--- config.mk ---
export PLATFORM = sky130hd
export DESIGN_NAME = markup_tag_tokenizer
export DESIGN_NICKNAME = d
export VERILOG_FILES = /design/src/sv/mtt_pkg.sv /design/src/sv/mtt_front.sv /design/src/sv/mtt_queue.sv /design/src/sv/mtt_back.sv /design/src/sv/markup_tag_tokenizer.sv
export SDC_FILE = /design/constraint.sdc
export NUM_CORES = 1
export LEC_CHECK = 0
export BUFFER_PORTS_ARGS = -buffer_cell sky130_fd_sc_hd__buf_4
export CORE_UTILIZATION = 62
export DETAILED_ROUTE_END_ITERATION = 6
export MAX_ROUTING_LAYER = met4
export PLACE_DENSITY_LB_ADDON = 0.08
export SYNTH_ARGS = -nofsm -noshare
export SYNTH_HDL_FRONTEND = slang
export SYNTH_SLANG_ARGS = --single-unit
export TNS_END_PERCENT = 30
--- constraint.sdc ---
create_clock -name clk -period 16 [get_ports clk]
set_clock_uncertainty 0.1 [all_clocks]
set_input_delay 1.6 -clock clk [delete_from_list [all_inputs] [get_ports clk]]
set_output_delay 1.6 -clock clk [all_outputs]
set_load 0.01 [all_outputs]
--- src/sv/mtt_pkg.sv ---
// mtt_pkg: types, character codes and the per-byte lexer function of the
// markup tag tokenizer. No dependencies; used by every module of the block.
package mtt_pkg;

    localparam int MAX_RESULTS     = 5;
    localparam int CNT_W           = $clog2(MAX_RESULTS + 1);
    localparam int QUEUE_DEPTH_DEF = 4;

    localparam logic [7:0] CH_LT    = 8'h3C;
    localparam logic [7:0] CH_BANG  = 8'h21;
    localparam logic [7:0] CH_DASH  = 8'h2D;
    localparam logic [7:0] CH_GT    = 8'h3E;
    localparam logic [7:0] CH_SLASH = 8'h2F;
    localparam logic [7:0] CH_EQ    = 8'h3D;
    localparam logic [7:0] CH_CR    = 8'h0D;
    localparam logic [7:0] CH_LF    = 8'h0A;
    localparam logic [7:0] CH_TAB   = 8'h09;
    localparam logic [7:0] CH_SP    = 8'h20;
    localparam logic [7:0] CH_DQ    = 8'h22;
    localparam logic [7:0] CH_SQ    = 8'h27;

    typedef enum logic [4:0] {
        MODE_TEXT         = 5'd0,
        MODE_TAG_OPEN     = 5'd1,
        MODE_BANG1        = 5'd2,
        MODE_BANG2        = 5'd3,
        MODE_COMMENT      = 5'd4,
        MODE_END_TAG      = 5'd5,
        MODE_TAG_NAME     = 5'd6,
        MODE_ATTR_GAP     = 5'd7,
        MODE_ATTR_NAME    = 5'd8,
        MODE_VAL_BEFORE_EQ = 5'd9,
        MODE_VAL_AFTER_EQ = 5'd10,
        MODE_VAL_QUOTED   = 5'd11,
        MODE_VAL_BARE     = 5'd12,
        MODE_AFTER_SLASH  = 5'd13
    } mode_t;

    typedef enum logic [2:0] {
        KIND_TEXT    = 3'd0,
        KIND_COMMENT = 3'd1,
        KIND_ENDTAG  = 3'd2,
        KIND_TAGNAME = 3'd3,
        KIND_ANAME   = 3'd4,
        KIND_AVAL    = 3'd5,
        KIND_FIN     = 3'd6,
        KIND_EOF     = 3'd7
    } tok_kind_t;

    typedef struct packed {
        tok_kind_t  kind;
        logic       ev;
        logic [7:0] ch;
        logic       sc;
    } res_t;

    typedef struct packed {
        logic [CNT_W-1:0]             count;
        res_t [MAX_RESULTS-1:0]       items;
    } run_t;

    typedef struct packed {
        mode_t      mode;
        logic [1:0] held_cnt;
        logic [7:0] held0;
        logic [7:0] held1;
        logic       quote_single;
        logic       has_chars;
    } lex_state_t;

    typedef struct packed {
        lex_state_t st;
        run_t       run;
    } step_t;

    localparam lex_state_t LEX_RESET = '{
        mode: MODE_TEXT, held_cnt: 2'd0, held0: 8'd0, held1: 8'd0,
        quote_single: 1'b0, has_chars: 1'b0
    };

    function automatic run_t push(run_t r, tok_kind_t k, logic ev, logic [7:0] ch,
                                  logic sc);
        run_t o;
        res_t e;
        o = r;
        e.kind = k;
        e.ev   = ev;
        e.ch   = ev ? 8'd0 : ch;
        e.sc   = sc;
        if (r.count < CNT_W'(MAX_RESULTS))
        begin
            o.items[r.count] = e;
            o.count = r.count + CNT_W'(1);
        end
        return o;
    endfunction

    function automatic run_t release_held(run_t r, lex_state_t s, tok_kind_t k);
        run_t o;
        o = r;
        if (s.held_cnt >= 2'd1)
            o = push(o, k, 1'b0, s.held0, 1'b0);
        if (s.held_cnt >= 2'd2)
            o = push(o, k, 1'b0, s.held1, 1'b0);
        return o;
    endfunction

    function automatic lex_state_t fin_state(lex_state_t s, logic sc);
        lex_state_t o;
        o = s;
        o.has_chars = 1'b0;
        o.mode = sc ? MODE_AFTER_SLASH : MODE_TEXT;
        return o;
    endfunction

    // One source byte: prefix modes hand the byte on, then the main dispatch,
    // then the end-of-document flush.
    function automatic step_t lex_step(lex_state_t s, logic [7:0] b, logic last);
        lex_state_t n;
        run_t       r;
        logic       go;
        logic       ws;
        logic       qm;
        step_t      o;
        n  = s;
        r  = '0;
        go = 1'b0;
        ws = (b == CH_SP) || (b == CH_TAB) || (b == CH_LF) || (b == CH_CR);
        qm = n.quote_single ? (b == CH_SQ) : (b == CH_DQ);
        if (b != 8'd0)
        begin
            go = 1'b1;
            unique case (s.mode)
                MODE_TAG_OPEN:
                begin
                    if (b == CH_BANG)
                    begin
                        n.held0 = b; n.held_cnt = 2'd1; n.mode = MODE_BANG1; go = 1'b0;
                    end
                    else if (b == CH_SLASH)
                    begin
                        n.has_chars = 1'b0; n.mode = MODE_END_TAG; go = 1'b0;
                    end
                    else
                        n.mode = MODE_TAG_NAME;
                end
                MODE_BANG1, MODE_BANG2:
                begin
                    if (b == CH_DASH && s.mode == MODE_BANG1)
                    begin
                        n.held1 = b; n.held_cnt = 2'd2; n.mode = MODE_BANG2; go = 1'b0;
                    end
                    else if (b == CH_DASH)
                    begin
                        n.held_cnt = 2'd0; n.mode = MODE_COMMENT; go = 1'b0;
                    end
                    else
                    begin
                        r = release_held(r, n, KIND_TAGNAME);
                        n.held_cnt = 2'd0;
                        n.mode = MODE_TAG_NAME;
                    end
                end
                MODE_VAL_BEFORE_EQ:
                begin
                    if (ws)
                        go = 1'b0;
                    else
                    begin
                        n.mode = MODE_VAL_AFTER_EQ;
                        if (b == CH_EQ)
                            go = 1'b0;
                    end
                end
                MODE_AFTER_SLASH:
                begin
                    n.mode = MODE_TEXT;
                    n.has_chars = 1'b0;
                    if (b == CH_GT)
                        go = 1'b0;
                end
                default: ;
            endcase

            if (go)
            begin
                unique case (n.mode)
                    MODE_COMMENT:
                    begin
                        if (b == CH_DASH)
                        begin
                            if (n.held_cnt < 2'd2)
                            begin
                                if (n.held_cnt == 2'd0)
                                    n.held0 = b;
                                else
                                    n.held1 = b;
                                n.held_cnt = n.held_cnt + 2'd1;
                            end
                            else
                                r = push(r, KIND_COMMENT, 1'b0, CH_DASH, 1'b0);
                        end
                        else if (b == CH_GT && n.held_cnt == 2'd2)
                        begin
                            n.held_cnt = 2'd0;
                            r = push(r, KIND_COMMENT, 1'b1, 8'd0, 1'b0);
                            n.mode = MODE_TEXT;
                        end
                        else
                        begin
                            r = release_held(r, n, KIND_COMMENT);
                            n.held_cnt = 2'd0;
                            r = push(r, KIND_COMMENT, 1'b0, b, 1'b0);
                        end
                    end
                    MODE_END_TAG:
                    begin
                        if (b == CH_GT)
                        begin
                            r = push(r, KIND_ENDTAG, 1'b1, 8'd0, 1'b0);
                            n.mode = MODE_TEXT;
                        end
                        else
                            r = push(r, KIND_ENDTAG, 1'b0, b, 1'b0);
                    end
                    MODE_TAG_NAME:
                    begin
                        if (b == CH_SP || b == CH_TAB || b == CH_LF)
                        begin
                            r = push(r, KIND_TAGNAME, 1'b1, 8'd0, 1'b0);
                            n.mode = MODE_ATTR_GAP;
                        end
                        else if (b == CH_GT || b == CH_SLASH)
                        begin
                            r = push(r, KIND_FIN, 1'b1, 8'd0, b == CH_SLASH);
                            n = fin_state(n, b == CH_SLASH);
                        end
                        else
                            r = push(r, KIND_TAGNAME, 1'b0, b, 1'b0);
                    end
                    MODE_ATTR_GAP:
                    begin
                        if (ws)
                            n.mode = MODE_ATTR_GAP;
                        else if (b == CH_GT || b == CH_SLASH)
                        begin
                            r = push(r, KIND_FIN, 1'b1, 8'd0, b == CH_SLASH);
                            n = fin_state(n, b == CH_SLASH);
                        end
                        else if (b == CH_EQ)
                            n.mode = MODE_VAL_AFTER_EQ;
                        else
                        begin
                            r = push(r, KIND_ANAME, 1'b0, b, 1'b0);
                            n.mode = MODE_ATTR_NAME;
                        end
                    end
                    MODE_ATTR_NAME:
                    begin
                        if (b == CH_EQ || b == CH_SP || b == CH_GT || b == CH_SLASH)
                            r = push(r, KIND_ANAME, 1'b1, 8'd0, 1'b0);
                        if (b == CH_EQ)
                            n.mode = MODE_VAL_AFTER_EQ;
                        else if (b == CH_SP)
                            n.mode = MODE_VAL_BEFORE_EQ;
                        else if (b == CH_GT || b == CH_SLASH)
                        begin
                            r = push(r, KIND_FIN, 1'b1, 8'd0, b == CH_SLASH);
                            n = fin_state(n, b == CH_SLASH);
                        end
                        else
                            r = push(r, KIND_ANAME, 1'b0, b, 1'b0);
                    end
                    MODE_VAL_AFTER_EQ:
                    begin
                        if (ws)
                            n.mode = MODE_VAL_AFTER_EQ;
                        else if (b == CH_DQ || b == CH_SQ)
                        begin
                            n.quote_single = (b == CH_SQ);
                            n.has_chars = 1'b0;
                            n.mode = MODE_VAL_QUOTED;
                        end
                        else if (b == CH_GT || b == CH_SLASH)
                        begin
                            r = push(r, KIND_FIN, 1'b1, 8'd0, b == CH_SLASH);
                            n = fin_state(n, b == CH_SLASH);
                        end
                        else
                        begin
                            r = push(r, KIND_AVAL, 1'b0, b, 1'b0);
                            n.has_chars = 1'b1;
                            n.mode = MODE_VAL_BARE;
                        end
                    end
                    MODE_VAL_QUOTED:
                    begin
                        if (qm)
                        begin
                            if (n.has_chars)
                                r = push(r, KIND_AVAL, 1'b1, 8'd0, 1'b0);
                            n.has_chars = 1'b0;
                            n.mode = MODE_ATTR_GAP;
                        end
                        else
                        begin
                            r = push(r, KIND_AVAL, 1'b0, b, 1'b0);
                            n.has_chars = 1'b1;
                        end
                    end
                    MODE_VAL_BARE:
                    begin
                        if (b == CH_SP || b == CH_GT || b == CH_SLASH)
                            r = push(r, KIND_AVAL, 1'b1, 8'd0, 1'b0);
                        if (b == CH_SP)
                        begin
                            n.has_chars = 1'b0;
                            n.mode = MODE_ATTR_GAP;
                        end
                        else if (b == CH_GT || b == CH_SLASH)
                        begin
                            r = push(r, KIND_FIN, 1'b1, 8'd0, b == CH_SLASH);
                            n = fin_state(n, b == CH_SLASH);
                        end
                        else
                            r = push(r, KIND_AVAL, 1'b0, b, 1'b0);
                    end
                    default:
                    begin
                        n.mode = MODE_TEXT;
                        if (b == CH_LT)
                        begin
                            if (n.has_chars)
                                r = push(r, KIND_TEXT, 1'b1, 8'd0, 1'b0);
                            n.has_chars = 1'b0;
                            n.mode = MODE_TAG_OPEN;
                        end
                        else
                        begin
                            r = push(r, KIND_TEXT, 1'b0, b, 1'b0);
                            n.has_chars = 1'b1;
                        end
                    end
                endcase
            end
        end

        if (b == 8'd0 || last)
        begin
            unique case (n.mode)
                MODE_TAG_OPEN, MODE_TAG_NAME, MODE_ATTR_GAP, MODE_VAL_BEFORE_EQ,
                MODE_VAL_AFTER_EQ:
                    r = push(r, KIND_FIN, 1'b1, 8'd0, 1'b0);
                MODE_BANG1, MODE_BANG2:
                begin
                    r = release_held(r, n, KIND_TAGNAME);
                    r = push(r, KIND_FIN, 1'b1, 8'd0, 1'b0);
                end
                MODE_COMMENT:
                begin
                    r = release_held(r, n, KIND_COMMENT);
                    r = push(r, KIND_COMMENT, 1'b1, 8'd0, 1'b0);
                end
                MODE_END_TAG:
                    r = push(r, KIND_ENDTAG, 1'b1, 8'd0, 1'b0);
                MODE_ATTR_NAME:
                begin
                    r = push(r, KIND_ANAME, 1'b1, 8'd0, 1'b0);
                    r = push(r, KIND_FIN, 1'b1, 8'd0, 1'b0);
                end
                MODE_VAL_QUOTED:
                begin
                    if (n.has_chars)
                        r = push(r, KIND_AVAL, 1'b1, 8'd0, 1'b0);
                    r = push(r, KIND_FIN, 1'b1, 8'd0, 1'b0);
                end
                MODE_VAL_BARE:
                begin
                    r = push(r, KIND_AVAL, 1'b1, 8'd0, 1'b0);
                    r = push(r, KIND_FIN, 1'b1, 8'd0, 1'b0);
                end
                MODE_AFTER_SLASH: ;
                default:
                begin
                    if (n.has_chars)
                        r = push(r, KIND_TEXT, 1'b1, 8'd0, 1'b0);
                end
            endcase
            r = push(r, KIND_EOF, 1'b1, 8'd0, 1'b0);
            n = LEX_RESET;
        end

        o.st  = n;
        o.run = r;
        return o;
    endfunction

endpackage

--- src/sv/mtt_front.sv ---
// mtt_front: accepts source bytes, runs the lexer and writes each byte's
// results as one run into the queue. Depends on mtt_pkg.
module mtt_front
    import mtt_pkg::*;
(
    input  logic       clk,
    input  logic       rst_n,
    input  logic [7:0] data_byte,
    input  logic       end_of_input,
    input  logic       byte_valid,
    output logic       byte_stall,
    input  logic       q_full,
    output logic       q_wr,
    output run_t       q_wr_data
);

    lex_state_t lex_reg;
    step_t      step;
    logic       accept;

    assign byte_stall = q_full;
    assign accept     = byte_valid && !q_full;

    always_comb
    begin
        step      = lex_step(lex_reg, data_byte, end_of_input);
        q_wr_data = step.run;
        q_wr      = accept && (step.run.count != '0);
    end

    always_ff @(posedge clk or negedge rst_n)
    begin
        if (!rst_n)
            lex_reg <= LEX_RESET;
        else if (accept)
            lex_reg <= step.st;
    end

endmodule

--- src/sv/mtt_queue.sv ---
// mtt_queue: short register queue of result runs between front and back.
// Depends on mtt_pkg.
module mtt_queue
    import mtt_pkg::*;
#(
    parameter int DEPTH = QUEUE_DEPTH_DEF
)
(
    input  logic clk,
    input  logic rst_n,
    input  logic wr,
    input  run_t wr_data,
    output logic full,
    input  logic rd,
    output run_t rd_data,
    output logic not_empty
);

    localparam int PTR_W = (DEPTH > 1) ? $clog2(DEPTH) : 1;
    localparam int CNT_QW = $clog2(DEPTH + 1);

    run_t              mem_reg [DEPTH];
    logic [PTR_W-1:0]  wr_ptr_reg, wr_ptr_next;
    logic [PTR_W-1:0]  rd_ptr_reg, rd_ptr_next;
    logic [CNT_QW-1:0] cnt_reg, cnt_next;
    logic              do_wr, do_rd;

    assign full      = (cnt_reg == CNT_QW'(DEPTH));
    assign not_empty = (cnt_reg != '0);
    assign rd_data   = mem_reg[rd_ptr_reg];
    assign do_wr     = wr && !full;
    assign do_rd     = rd && not_empty;

    always_comb
    begin
        wr_ptr_next = wr_ptr_reg;
        rd_ptr_next = rd_ptr_reg;
        cnt_next    = cnt_reg;
        if (do_wr)
            wr_ptr_next = (wr_ptr_reg == PTR_W'(DEPTH - 1)) ? '0 : wr_ptr_reg + PTR_W'(1);
        if (do_rd)
            rd_ptr_next = (rd_ptr_reg == PTR_W'(DEPTH - 1)) ? '0 : rd_ptr_reg + PTR_W'(1);
        if (do_wr && !do_rd)
            cnt_next = cnt_reg + CNT_QW'(1);
        else if (do_rd && !do_wr)
            cnt_next = cnt_reg - CNT_QW'(1);
    end

    always_ff @(posedge clk or negedge rst_n)
    begin
        if (!rst_n)
        begin
            wr_ptr_reg <= '0;
            rd_ptr_reg <= '0;
            cnt_reg    <= '0;
        end
        else
        begin
            wr_ptr_reg <= wr_ptr_next;
            rd_ptr_reg <= rd_ptr_next;
            cnt_reg    <= cnt_next;
        end
    end

    always_ff @(posedge clk)
    begin
        if (do_wr)
            mem_reg[wr_ptr_reg] <= wr_data;
    end

endmodule

--- src/sv/mtt_back.sv ---
// mtt_back: walks the run at the queue head and issues one result per cycle
// through the output register while token_stall is low. Depends on mtt_pkg.
module mtt_back
    import mtt_pkg::*;
(
    input  logic       clk,
    input  logic       rst_n,
    input  run_t       head,
    input  logic       head_valid,
    output logic       pop,
    output logic       token_valid,
    input  logic       token_stall,
    output logic [2:0] token_kind,
    output logic       event_kind,
    output logic [7:0] char_out,
    output logic       self_closing,
    output logic       last_of_run
);

    logic [CNT_W-1:0] idx_reg, idx_next;
    logic             valid_reg, valid_next;
    res_t             res_reg;
    logic             last_reg;
    logic             load;
    logic             is_last;

    assign load    = head_valid && (!valid_reg || !token_stall);
    assign is_last = (idx_reg == head.count - CNT_W'(1));
    assign pop     = load && is_last;

    always_comb
    begin
        idx_next   = idx_reg;
        valid_next = valid_reg;
        if (load)
        begin
            idx_next   = is_last ? '0 : idx_reg + CNT_W'(1);
            valid_next = 1'b1;
        end
        else if (!token_stall)
            valid_next = 1'b0;
    end

    always_ff @(posedge clk or negedge rst_n)
    begin
        if (!rst_n)
        begin
            idx_reg   <= '0;
            valid_reg <= 1'b0;
        end
        else
        begin
            idx_reg   <= idx_next;
            valid_reg <= valid_next;
        end
    end

    always_ff @(posedge clk)
    begin
        if (load)
        begin
            res_reg  <= head.items[idx_reg];
            last_reg <= is_last;
        end
    end

    assign token_valid  = valid_reg;
    assign token_kind   = res_reg.kind;
    assign event_kind   = res_reg.ev;
    assign char_out     = res_reg.ch;
    assign self_closing = res_reg.sc;
    assign last_of_run  = last_reg;

endmodule

--- src/sv/markup_tag_tokenizer.sv ---
// markup_tag_tokenizer: top level; lexer front, run queue, result back end.
// Depends on mtt_pkg, mtt_front, mtt_queue, mtt_back.
//
// channel | valid       | stall       | payload
// --------+-------------+-------------+------------------------------------------
// byte in | byte_valid  | byte_stall  | data_byte, end_of_input
// token   | token_valid | token_stall | token_kind, event_kind, char_out,
//         |             |             | self_closing, last_of_run
//
// One byte is taken per cycle while the run queue has room; a byte yields 0..5
// results and the back end issues one result per cycle while token_stall is low,
// so bytes flow at one per cycle as long as they average at most one result each.
// byte_stall rises only when the queue (QUEUE_DEPTH runs) is full. Reset puts the
// lexer in text mode and empties queue and output.
module markup_tag_tokenizer
    import mtt_pkg::*;
#(
    parameter int QUEUE_DEPTH = QUEUE_DEPTH_DEF
)
(
    input  logic       clk,
    input  logic       rst_n,
    input  logic       byte_valid,
    output logic       byte_stall,
    input  logic [7:0] data_byte,
    input  logic       end_of_input,
    output logic       token_valid,
    input  logic       token_stall,
    output logic [2:0] token_kind,
    output logic       event_kind,
    output logic [7:0] char_out,
    output logic       self_closing,
    output logic       last_of_run
);

    logic q_full;
    logic q_wr;
    run_t q_wr_data;
    logic q_rd;
    run_t q_head;
    logic q_not_empty;

    mtt_front u_front
    (
        .clk          (clk),
        .rst_n        (rst_n),
        .data_byte    (data_byte),
        .end_of_input (end_of_input),
        .byte_valid   (byte_valid),
        .byte_stall   (byte_stall),
        .q_full       (q_full),
        .q_wr         (q_wr),
        .q_wr_data    (q_wr_data)
    );

    mtt_queue #(
        .DEPTH (QUEUE_DEPTH)
    ) u_queue
    (
        .clk       (clk),
        .rst_n     (rst_n),
        .wr        (q_wr),
        .wr_data   (q_wr_data),
        .full      (q_full),
        .rd        (q_rd),
        .rd_data   (q_head),
        .not_empty (q_not_empty)
    );

    mtt_back u_back
    (
        .clk          (clk),
        .rst_n        (rst_n),
        .head         (q_head),
        .head_valid   (q_not_empty),
        .pop          (q_rd),
        .token_valid  (token_valid),
        .token_stall  (token_stall),
        .token_kind   (token_kind),
        .event_kind   (event_kind),
        .char_out     (char_out),
        .self_closing (self_closing),
        .last_of_run  (last_of_run)
    );

endmodule

Yosys cells after proc, flatten, opt, wreduce, memory -nomap -nowiden
Memories as Yosys holds them, arrays and structs flattened.
Cells that the tools add are included.
{"block": "classes", "bitwise": 54, "muxes": 242, "eq_ne": 51, "n_reduce_logical": 56, "add_sub_neg": 22, "n_lt_le_gt_ge": 53}
{"operator": "68-bit two-way mux", "n": 110}
{"operator": "65-bit bitwise mux", "n": 18}
{"operator": "68-bit one-hot mux with 8 select lines", "n": 2}
{"operator": "13-bit demux with 3-bit select", "n": 15}
{"operator": "50-bit AND", "n": 8}
{"operator": "50-bit NOT", "n": 8}
{"operator": "55-bit AND", "n": 6}
{"operator": "55-bit NOT", "n": 6}
{"operator": "13-bit two-way mux", "n": 16}
{"operator": "60-bit AND", "n": 2}
{"operator": "60-bit NOT", "n": 2}
{"operator": "15-bit bitwise OR", "n": 8}
{"operator": "18-bit one-hot mux with 6 select lines", "n": 1}
{"operator": "25-bit two-way mux", "n": 4}
{"operator": "5-bit two-way mux", "n": 15}
{"operator": "8-bit by 6-bit equality test with 1-bit output (second input constant)", "n": 9}
{"operator": "66-bit two-way mux", "n": 1}
{"operator": "3-bit by 4-bit < comparator with 1-bit output (second input constant)", "n": 16}
{"operator": "5-bit by 4-bit equality test with 1-bit output (second input constant)", "n": 12}
{"operator": "20-bit two-way mux", "n": 3}
{"operator": "10-bit bitwise OR", "n": 6}
{"operator": "8-bit two-way mux", "n": 7}
{"operator": "3-bit by 1-bit adder with 3-bit output (second input constant)", "n": 17}
{"operator": "45-bit AND", "n": 1}
{"operator": "other kinds (52)", "n": 185}
{"block": "totals", "elab_cells": 495, "reg_bits": 50, "mem_count": 1, "ram_bits": 272}
{"name": "u_queue.mem_reg", "depth": 4, "width": 68, "read_ports": 1, "rd_ports_with_merged_regs": 0, "write_ports": 1, "line_no": "mtt_queue.sv:22", "source": "run_t mem_reg [DEPTH];"}

Logic depth before layout (Yosys ltp)
{"block": "depth", "depth_word": 94, "mapped_depth": 44, "mapped_depth_nobuf": 40}

Hierarchy
From an unflattened synthesis, not the netlist that was laid out.
{"block": "hier_totals", "hier_cells": 2323, "area_unflattened_um2": 22660.5}
{"module": "mtt_front", "area_per_inst_um2": 11096.9, "n_inst": 1, "cells_per_inst": 1832}
{"module": "mtt_queue", "area_per_inst_um2": 10351.2, "n_inst": 1, "cells_per_inst": 393}
{"module": "mtt_back", "area_per_inst_um2": 1212.4, "n_inst": 1, "cells_per_inst": 98}

Least setup slack after synthesis
No wires, ideal clock.
{"block": "synth_timing", "path_type": "input to register", "startpoint": "input data_byte[1]", "endpoint": "memory u_queue.mem_reg[0][0] (netlist bit) (enable)", "path_buffers": 4, "arrival_time_ns": 10.776, "path_stages": 36, "slack_ns": 4.690, "setup_ns": 0.433, "t_required_ns": 15.467, "path_cell_list": "clkbuf_1 > or4b_2 > nor3_1 > a21oi_1 > ha_1 > clkbuf_1 > inv_1 > a21oi_1 > nor3_1 > ha_1 > a21oi_1 > inv_1 > ha_1 > o31a_1 > o211a_1 > o21ai_2 > inv_1 > ha_1 > inv_1 > nor4_1 > and4_1 > o21ai_2 > o21ai_2 > mux2_2 > buf_2 > ha_1 > o311ai_0 > a41oi_1 > a2111oi_0 > a21oi_1 > buf_2 > ha_1 > o21a_1 > o31a_1 > o311a_4 > and2_1"}
{"item": "start, declared", "line_no": "markup_tag_tokenizer.sv:25", "source": "input logic [7:0] data_byte,"}
{"item": "end, declared", "line_no": "mtt_queue.sv:22"}

==> results.cfg <==
[sta]
setup_viol = 0
hold_ws_ns = 0.409
max_freq_mhz = 82.1
grt_setup_unrepaired = no
tns_ns = 0
min_period_over_period_pct = 76.2
relSlewSlack_pct = 13.9
finalHoldViolCount = 0
slew_viol_final = 0
tightest_slew_ns = 1.29
finalCriticalPeriod_ns = 12.19

[synthesis]
ys.flop_type = edfxtp_1
yosys_register_bits = 322
yosysUniqueCellTypes = 113
syn_area_um2 = 19200
synth_warnings = 0
synth_edf_count = 286
ys_top_cells_by_area = edfxtp_1 45%, mux4_2 9.5%, dfrtp_1 4.7%
synthArstFlopShare_pct = 11.2
synth_top_area_cell = edfxtp_1
syn_avg_cell_area_um2 = 11.1
synth.top_cell.area_share_pct = 44.7
ys_seq_area_share_pct = 49.4
synth_cells = 1736

[floorplanning]
rows = 64
initial_utilization_pct = 63.0
die_area_um2 = 31700
fp.coreArea_um2 = 30500
dieWidth_um = 178
ios = 29
die-height_um = 178

[detailed_routing]
dr.pass1.iters = 7
met3_length_um = 9400
drc = 42
dr.max_layer_used = met4
first_iter_violations = 3258
wirelength_um = 74700
vias = 17200
wire_per_inst_um = 34.6
wl_met2_um = 33700
met1_length_um = 24400
via_per_inst = 7.97
ant_nets = 0

[clock_tree]
insertion_delay_ns = 0.53
cts_buffers = 34
clk_path_buf_depth = 3
root_buffer = clkbuf_16
numClockSinks = 322
post-cts-setup-buffers = 0
clk_pin_slew_ns = 0.06
htree_levels = 2
cts_tree = done
cts_resized = 0
hold_buffers = 0

[setup_path]
cp_slowest_cell = buf_4
critPathRequiredTime_ns = 16.03
end_kind = register
critPathMaxFanout = 68
path_class = in2reg
critPathLaunchType = input pin
slowest_delay_ns = 0.74
worst-r2r-cell-count = 35
crit_arrival_ns = 12.21
crit_top_cell = ha_1

[power]
cellPowerDensity_nw_per_um2 = 138
p_leak_nw = 7.24
vdd.ir_drop.worst_mv = 0.132

[cells_and_area]
final_common_cell = edfxtp_1
nets = 1771
largest_reg_flops = 272
post-route-cell-area_um2 = 20900
drive_gt1_share_pct = 15.2
nFillCells = 2111
multi_input_area_um2 = 9070
finalNonFillerCells = 2160
ff_latch_area_um2 = 9490
area_growth_pct = 8.89
layout_common_cells = 286 x edfxtp_1, 181 x nand2_1, 129 x nor2_1, 111 x a21oi_1, 111 x o21ai_0

[place]
routabilityCongestion = 1.14
postPlaceCellArea_um2 = 19800
dp_cells = 2097
portBuffers = 28
dp_hpwl_um = 50700

[global_route]
grt_usage_pct = 49.0
grt.overflow.total = 0
antenna_found_initial = 2
grt_pass1_vias = 16700
grt_first_pass_wirelength_um = 108000
grt_max_degree = 69

[min_path]
hold_class = reg2reg
holdPathStages = 1

[outcome]
status = finished with violations
violations = DRC

[flow_run]
drv_cap = 0
stage by stage:
step	power (mW)	setup slack, ns	utilization [%]
finish	2.89	3.81	68.6
floorplan	1.77	4.69	-
CTS	2.87	4.13	68.6
global placement	1.97	4.04	65.0
global route	2.97	3.28	68.6
detailed placement	2.05	3.61	65.0
routing by layer:
layer / up-vias / track usage [%]
li1: 6878 / -
met1: 8128 / 55.3
met2: 1628 / 75.4
met3: 585 / 12.5
met4: 0 / 36.5
met5: - / -
final cells by class:
cell class,instances,area share [%]
antenna,2,0.0239
clock buffer,40,4.17
clock inverter,21,1.03
inverter,71,1.27
multi-input combinational,1241,43.4
sequential,322,45.4
tap,396,2.37
timing repair buffer,67,2.40
where the power goes:
part           internal, mW  switching [mW]
registers              1.13           0.111
clock network         0.446           0.347
logic                 0.367           0.489
total                  1.94           0.946
worst paths after layout:
path,startpoint,end,slack (ns)
min in group asynchronous,rst_n,u_back.idx_reg[1]$_DFFE_PN0P_,0.96
max in group asynchronous,rst_n,u_front.lex_reg[15]$_DFFE_PN0P_,14.42
hold / removal,u_queue.cnt_reg[2]$_DFFE_PN0P_,u_queue.cnt_reg[2]$_DFFE_PN0P_,0.41
hold reg to reg,u_queue.cnt_reg[2]$_DFFE_PN0P_,u_queue.cnt_reg[2]$_DFFE_PN0P_,0.41
setup reg to reg,u_front.lex_reg[21]$_DFFE_PN0P_,u_queue.mem_reg[1][44]$_DFFE_PP_,4.23
setup / recovery,data_byte[4],u_queue.mem_reg[1][44]$_DFFE_PP_,3.81
critical path, delay by kind of cell:
kind,cells,cell delay [ns]
AOI/OAI and AO/OA,15,3.57
adders and majority gates,6,2.04
buffers and inverters,8,2.04
muxes,1,0.45
and+or+nand+nor,6,2.37
logic make-up (layout without fill, tap and decap cells):
| group | after synthesis | in the layout | share of synthesized area, % |
|---|---|---|---|
| AO/OA/AOI/OAI | 557 | 557 | 20.5 |
| XOR/XNOR | 14 | 14 | 0.677 |
| adder cells (fa/ha/maj) | 21 | 21 | 1.41 |
| buffers and inverters | 180 | 199 | 3.72 |
| flip-flops | 322 | 322 | 49.4 |
| multiplexers | 93 | 93 | 10.3 |
| other | 1 | 10 | 0.0195 |
| AND/OR/NAND/NOR | 548 | 548 | 14.0 |
cells in the mapped netlist, types with 21 or more instances:
| cell | count |
|---|---|
| a21oi_1 | 112 |
| nor3_1 | 42 |
| inv_1 | 66 |
| nand2_1 | 181 |
| dfrtp_1 | 36 |
| nor2_1 | 130 |
| o221ai_1 | 21 |
| o22ai_1 | 42 |
| edfxtp_1 | 286 |
| clkbuf_1 | 71 |
| o21ai_0 | 111 |
| mux4_2 | 81 |
| nand3_1 | 46 |
Note: power is estimated with default switching activity, not from simulation.
